## src/rtl/ipv4lpr_pkg.sv

```systemverilog
// Shared types and constants of the IPv4 longest-prefix routing unit.
// Holds the result status codes and the item record that moves down the cell chain.
// It depends on nothing else.
package ipv4lpr_pkg;

   localparam logic [2:0] ST_ADDED       = 3'd0;
   localparam logic [2:0] ST_FORWARDED   = 3'd1;
   localparam logic [2:0] ST_DROPPED_TTL = 3'd2;
   localparam logic [2:0] ST_NO_ROUTE    = 3'd3;
   localparam logic [2:0] ST_TABLE_FULL  = 3'd4;

   localparam logic [5:0] MAX_PREFIX_LEN = 6'd32;

   // One item in flight. An add item carries the new route in addr, len, gv, gw
   // and port. A lookup item carries the destination in addr, and the best
   // match found so far in len, gv, gw, port and found. While a lookup is still
   // live, its status reads ST_FORWARDED.
   typedef struct packed {
      logic        valid;
      logic        is_add;
      logic [2:0]  status;
      logic [31:0] addr;
      logic [5:0]  len;
      logic        gv;
      logic [31:0] gw;
      logic [2:0]  port;
      logic        found;
      logic [7:0]  ttl;
   } item_type;

endpackage

```

## src/rtl/ipv4lpr_cell.sv

```systemverilog
// One cell of the routing chain: it holds a single route entry.
// It stores an add item aimed at its slot and updates a passing lookup's best match.
// It depends on ipv4lpr_pkg.
module ipv4lpr_cell #(
   parameter int CELL_INDEX  = 0,
   parameter int COUNT_WIDTH = 5
) (
   input  logic                       clock,
   input  logic                       reset,
   input  logic                       advance,
   input  ipv4lpr_pkg::item_type      item_in,
   input  logic [COUNT_WIDTH-1:0]     slot_in,
   output ipv4lpr_pkg::item_type      item_out,
   output logic [COUNT_WIDTH-1:0]     slot_out
);
   import ipv4lpr_pkg::*;

   localparam logic [COUNT_WIDTH-1:0] MY_SLOT = COUNT_WIDTH'(CELL_INDEX);

   // Stored route. The entry is only read once the fill count covers it.
   logic [31:0] prefix_ff, prefix_in;
   logic [5:0]  len_ff, len_in;
   logic        gv_ff, gv_in;
   logic [31:0] gw_ff, gw_in;
   logic [2:0]  port_ff, port_in;

   item_type                item_ff, item_in_next;
   logic [COUNT_WIDTH-1:0]  slot_ff, slot_in_next;

   logic        write_entry;
   logic        entry_live;
   logic [31:0] mask;
   logic        better;

   assign mask = ~(32'hFFFF_FFFF >> len_ff);

   assign write_entry = item_in.valid && item_in.is_add &&
                        (item_in.status == ST_ADDED) && (slot_in == MY_SLOT);

   assign entry_live = MY_SLOT < slot_in;

   assign better = item_in.valid && !item_in.is_add &&
                   (item_in.status == ST_FORWARDED) && entry_live &&
                   ((item_in.addr & mask) == (prefix_ff & mask)) &&
                   (!item_in.found || (item_in.len <= len_ff));

   always_comb begin
      prefix_in    = prefix_ff;
      len_in       = len_ff;
      gv_in        = gv_ff;
      gw_in        = gw_ff;
      port_in      = port_ff;
      item_in_next = item_in;
      slot_in_next = slot_in;
      if (write_entry) begin
         prefix_in = item_in.addr;
         len_in    = item_in.len;
         gv_in     = item_in.gv;
         gw_in     = item_in.gw;
         port_in   = item_in.port;
      end
      if (better) begin
         item_in_next.found = 1'b1;
         item_in_next.len   = len_ff;
         item_in_next.gv    = gv_ff;
         item_in_next.gw    = gw_ff;
         item_in_next.port  = port_ff;
      end
   end

   always_ff @(posedge clock) begin
      if (advance) begin
         prefix_ff <= prefix_in;
         len_ff    <= len_in;
         gv_ff     <= gv_in;
         gw_ff     <= gw_in;
         port_ff   <= port_in;
         slot_ff   <= slot_in_next;
      end
   end

   always_ff @(posedge clock) begin
      if (reset) begin
         item_ff <= '0;
      end else if (advance) begin
         item_ff <= item_in_next;
      end
   end

   assign item_out = item_ff;
   assign slot_out = slot_ff;

endmodule

```

## src/rtl/ipv4_longest_prefix_router_unit.sv

```systemverilog
// IPv4 longest-prefix routing unit: top level with entry logic, cell chain and output register.
// It depends on ipv4lpr_pkg and ipv4lpr_cell.
//
// An item is loaded into the first of the MAX_ROUTES cells of the route chain at the edge
// that accepts it. It then moves one cell per cycle while the chain advances and reaches
// the output register, where its result is offered. While a finished result waits on
// rsp_stall, the whole chain holds with every item inside it. Items enter back to back, one
// per cycle while nothing holds the chain, and move down the chain together. The chain
// advances whenever the output register is empty or its item is taken, so the sustained
// rate is one item per cycle. An add item is given its slot (the current
// route count) on entry and is written into the cell of that slot as it passes;
// when all MAX_ROUTES slots are in use it reports table full instead. A route item
// with a TTL of 0 or 1 is marked dropped on entry. Any other route item collects the
// longest matching prefix as it passes each filled cell; equal lengths go to the
// later entry, and length 0 matches any address. Because items never overtake each
// other, a route item sees exactly the routes added before it. Status codes: 0 added,
// 1 forwarded, 2 dropped ttl, 3 no route, 4 table full; on anything but forwarded the
// port, hop address and TTL of the result are 0. There is no clearing pass after reset.
module ipv4_longest_prefix_router_unit #(
   parameter int MAX_ROUTES = 16,
   parameter int NUM_PORTS  = 8
) (
   input  logic        clock,
   input  logic        reset,

   input  logic        req_valid,
   output logic        req_stall,
   input  logic        req_opcode,
   input  logic [31:0] req_net_prefix,
   input  logic [5:0]  req_prefix_len,
   input  logic        req_has_next_hop,
   input  logic [31:0] req_gateway_addr,
   input  logic [2:0]  req_port_index,
   input  logic [31:0] req_dest_addr,
   input  logic [7:0]  req_ttl_in,

   output logic        rsp_valid,
   input  logic        rsp_stall,
   output logic [2:0]  rsp_status,
   output logic [2:0]  rsp_out_port,
   output logic [31:0] rsp_out_hop_addr,
   output logic [7:0]  rsp_ttl_out
);
   import ipv4lpr_pkg::*;

   localparam int COUNT_WIDTH = $clog2(MAX_ROUTES + 1);
   localparam logic [COUNT_WIDTH-1:0] TABLE_SIZE = COUNT_WIDTH'(MAX_ROUTES);
   localparam logic [8:0] PORT_LIMIT = 9'(NUM_PORTS);
   localparam int PORT_VALUES = 8;

   logic advance;
   logic accept;
   logic table_full;

   logic [COUNT_WIDTH-1:0] entry_count_ff, entry_count_in;

   item_type               head_item;
   logic [5:0]             sat_len;
   logic [8:0]             port_mod;

   item_type               chain_item [0:MAX_ROUTES];
   logic [COUNT_WIDTH-1:0] chain_slot [0:MAX_ROUTES];

   item_type               tail;

   logic        rsp_valid_ff, rsp_valid_in;
   logic [2:0]  status_ff, status_in;
   logic [2:0]  out_port_ff, out_port_in;
   logic [31:0] hop_ff, hop_in;
   logic [7:0]  ttl_ff, ttl_in;

   // The whole chain moves as one; it holds only while a finished result waits.
   assign advance   = !rsp_valid_ff || !rsp_stall;
   assign req_stall = !advance;
   assign accept    = req_valid && advance;

   assign table_full = (entry_count_ff == TABLE_SIZE);

   always_comb begin
      entry_count_in = entry_count_ff;
      if (accept && !req_opcode && !table_full) begin
         entry_count_in = entry_count_ff + COUNT_WIDTH'(1);
      end
   end

   always_ff @(posedge clock) begin
      if (reset) begin
         entry_count_ff <= '0;
      end else begin
         entry_count_ff <= entry_count_in;
      end
   end

   // Lengths above 32 are treated as 32.
   assign sat_len = (req_prefix_len > MAX_PREFIX_LEN) ? MAX_PREFIX_LEN : req_prefix_len;

   // Interface number reduced modulo NUM_PORTS by repeated subtraction; the
   // three-bit value needs at most eight steps.
   always_comb begin
      port_mod = {6'd0, req_port_index};
      for (int k = 0; k < PORT_VALUES; k++) begin
         if (port_mod >= PORT_LIMIT) begin
            port_mod = port_mod - PORT_LIMIT;
         end
      end
   end

   always_comb begin
      head_item        = '0;
      head_item.valid  = req_valid;
      head_item.is_add = !req_opcode;
      head_item.ttl    = req_ttl_in;
      if (!req_opcode) begin
         head_item.status = table_full ? ST_TABLE_FULL : ST_ADDED;
         head_item.addr   = req_net_prefix;
         head_item.len    = sat_len;
         head_item.gv     = req_has_next_hop;
         head_item.gw     = req_has_next_hop ? req_gateway_addr : 32'd0;
         head_item.port   = port_mod[2:0];
      end else begin
         head_item.status = (req_ttl_in <= 8'd1) ? ST_DROPPED_TTL : ST_FORWARDED;
         head_item.addr   = req_dest_addr;
      end
   end

   assign chain_item[0] = head_item;
   assign chain_slot[0] = entry_count_ff;

   for (genvar i = 0; i < MAX_ROUTES; i++) begin : g_cell
      ipv4lpr_cell #(
         .CELL_INDEX  (i),
         .COUNT_WIDTH (COUNT_WIDTH)
      ) u_cell (
         .clock    (clock),
         .reset    (reset),
         .advance  (advance),
         .item_in  (chain_item[i]),
         .slot_in  (chain_slot[i]),
         .item_out (chain_item[i+1]),
         .slot_out (chain_slot[i+1])
      );
   end

   assign tail = chain_item[MAX_ROUTES];

   // Turn the item leaving the chain into its result.
   always_comb begin
      rsp_valid_in = tail.valid;
      status_in    = tail.status;
      out_port_in  = 3'd0;
      hop_in       = 32'd0;
      ttl_in       = 8'd0;
      if (!tail.is_add && (tail.status == ST_FORWARDED)) begin
         if (tail.found) begin
            out_port_in = tail.port;
            hop_in      = tail.gv ? tail.gw : tail.addr;
            ttl_in      = tail.ttl - 8'd1;
         end else begin
            status_in = ST_NO_ROUTE;
         end
      end
   end

   always_ff @(posedge clock) begin
      if (reset) begin
         rsp_valid_ff <= 1'b0;
      end else if (advance) begin
         rsp_valid_ff <= rsp_valid_in;
      end
   end

   always_ff @(posedge clock) begin
      if (advance) begin
         status_ff   <= status_in;
         out_port_ff <= out_port_in;
         hop_ff      <= hop_in;
         ttl_ff      <= ttl_in;
      end
   end

   assign rsp_valid        = rsp_valid_ff;
   assign rsp_status       = status_ff;
   assign rsp_out_port     = out_port_ff;
   assign rsp_out_hop_addr = hop_ff;
   assign rsp_ttl_out      = ttl_ff;

endmodule

```

## config.mk

```make
export PLATFORM = sky130hd
export DESIGN_NAME = ipv4_longest_prefix_router_unit
export DESIGN_NICKNAME = d
export VERILOG_FILES = /design/src/rtl/ipv4lpr_pkg.sv /design/src/rtl/ipv4lpr_cell.sv /design/src/rtl/ipv4_longest_prefix_router_unit.sv
export SDC_FILE = /design/constraint.sdc
export NUM_CORES = 2
export LEC_CHECK = 0
export BUFFER_PORTS_ARGS = -buffer_cell sky130_fd_sc_hd__buf_4
export CAP_MARGIN = 10
export CORE_UTILIZATION = 45
export DETAILED_ROUTE_END_ITERATION = 16
export PLACE_DENSITY = 0.61
export SETUP_SLACK_MARGIN = 0.1
export SYNTH_ARGS = -nofsm -noshare
export SYNTH_HDL_FRONTEND = slang
export SYNTH_HIERARCHICAL = 1
export SYNTH_SLANG_ARGS = --single-unit
```

## constraint.sdc

```tcl
create_clock -name clock -period 19.1 [get_ports clock]
set_input_delay 3.82 -clock clock [delete_from_list [all_inputs] [get_ports clock]]
set_output_delay 3.82 -clock clock [all_outputs]
set_load 0.02 [all_outputs]
```

==> reports/qor.txt <==
Status - finished clean
Worst path max stage delay - 0.46 ns
Maximum vdd ir drop - 0.0788 mV
Cell leakage power - 50.7 nW
Synth Area per Inst - 11.5 sq um
Root cell of the clock tree - clkbuf_16
Post-Route WL - 307000 um
Fmax - 0.114 GHz
Worst Path Max Fanout - 38
DRC viols - 0
Max stage delay cell, worst path - nand2_4
Critical path type - in2out
Mapped Cells - 10.3k
Die Height - 513 um
Power per cell area - 93.2 nW/um^2
DR WL/cell - 22.5 um
Fin crit share - 0.461
Max-Cap Viols - 0
Worst EP required - 15.28 ns
Htree depth - 5
Final Setup Violations - 0
PortBufs - 166
RePlAce Congestion - 0.858
Core Util, Final - 0.499
Sum Neg Setup Slack - 0 ns
Cell mode on critical path - buf_4
Detail Route Antenna Nets - 0
Core area - 260000 sq um
# hold bufs at CTS - 0
Full die area - 263000 sq um
Slew Viols, Final - 0
Worst setup EP type - primary output
Min Clock Period, post-route - 8.80 ns
Ratio of cells with drive above 1 in the final layout - 0.103
Synth Warn # - 6
Vias after detailed routing - 79.5k
Hold Crit Class - reg2reg
Fin. Hold Viols - 0
Syn-to-layout area delta - 10.1%
Reg clk slew, reported paths - 0.06 ns
Initial DRC count - 6881
Slew headroom - 0.0586
Syn Std Cell Area - 118000 sq um
RSZ-0062 raised after global routing - no
Crit-path cells - buf_4, nand2_4, inv_1, buf_4
Clk_lat worst skew - 0.86 ns
Post-CTS Setup Bufs - 0
CTS tree - built
Gr ovfl total - 0
Maximum clock path buffer count - 4
Number of cell rows - 187
Worst path arrival time - 4.98 ns
Startpoint Class - input pin
Detailed Place HPWL - 201000 um
Starting Density - 0.453
Vias in the first global route - 76.4k
Die W - 513 um
Ports - 167
Drt pass-1 iters - 6
Sinks on Clock Net - 2713
Worst Tran Pin Value - 1.41 ns
Largest net degree at the start of global routing - 229
Final worst slack - 10.30 ns
Initial antenna violation count - 1
GR Util All Layers - 0.225
First-pass GRT wire length - 475000 um
Post-layout net count - 10.2k
Clock Skew - 0.0426 ns
CTS Buf Count - 297
Post-DR vias/cell - 5.83
Post-Place Worst Slack - 10.25 ns
Post-CTS sizing - 0
stage by stage:
| stage | power [mW] | std cells | hold WS [ns] | area (sq um) |
|---|---|---|---|---|
| 2_1_floorplan | 6.36 | 10300 | 0.417 | 118000 |
| 3_3_place_gp | 6.43 | 13100 | 0.431 | 120000 |
| 3_5_place_dp | 6.44 | 13100 | 0.436 | 120000 |
| 4_1_cts | 12.2 | 13600 | 0.440 | 129000 |
| 5_1_grt | 12.4 | 13600 | 0.455 | 130000 |
| 6_report | 12.1 | 13600 | 0.436 | 130000 |
path summary, 6_finish.rpt:
check | slack [ns] | start | endpoint | cells after the start
worst min register to register | 0.44 | g_cell[7].u_cell/slot_out[1] | g_cell[8].u_cell/slot_out[1] | 0
worst min-delay path | 0.44 | g_cell[7].u_cell/slot_out[1] | g_cell[8].u_cell/slot_out[1] | 0
worst max register to register | 13.70 | rsp_valid | g_cell[14].u_cell/item_out[9] | 9
worst max-delay path | 10.30 | rsp_stall | req_stall | 4
critical path, delay by kind of cell:
| family | cells | cell delay, ns |
|---|---|---|
| buffers and inverters | 3 | 0.70 |
| AND/OR/NAND/NOR | 1 | 0.46 |
cell type report:
cell class                      instances  area, sq um
Sequential cell                      2713        67400
Multi-Input combinational cell       6442        44900
Clock buffer                          433         8660
Fill cell                           22900       130000
Inverter                              241          905
Antenna cell                            3         7.51
Timing Repair Buffer                  291         2300
Clock inverter                        109         1160
Tap cell                             3402         4260
cells in the final DEF (no fill, tap or decap), types with 113 or more instances in the layout:
master	n
dfxtp_1	1407
nor2_1	1393
edfxtp_1	1305
mux2i_1	786
a311oi_1	430
o21ai_0	387
nand3_1	319
clkbuf_16	308
buf_4	281
xnor2_1	279
xor2_1	231
a21oi_1	230
inv_1	228
nand4_1	199
nand2_1	164
a211oi_1	143
o21bai_1	129
o21ai_1	113
flip-flops by register name, indices dropped and copies added, names as in the netlist, 3 cells and up:
signal / flops
entry_count_ff: 5
g_cell.u_cell/gv_ff: 16
g_cell.u_cell/gw_ff: 512
g_cell.u_cell/item_out: 1402
g_cell.u_cell/len_ff: 96
g_cell.u_cell/port_ff: 48
g_cell.u_cell/prefix_ff: 512
g_cell.u_cell/slot_out: 75
rsp_out_hop_addr: 32
rsp_out_port: 3
rsp_status: 3
rsp_ttl_out: 8
routing by layer:
metal	GRT usage	vias to the layer above	wire length, um
met4	0.0836	0	11200
met2	0.377	1963	150000
met5	0	-	0
met3	0.0228	490	12300
li1	-	37700	-
met1	0.302	39400	134000
power breakdown:
| group | internal [mW] | total (mW) | switching, mW |
|---|---|---|---|
| sequential | 6.08 | 6.12 | 0.0376 |
| clock | 3.42 | 5.76 | 2.35 |
| combinational | 0.0740 | 0.191 | 0.117 |
(Power assumes the default switching activity.)
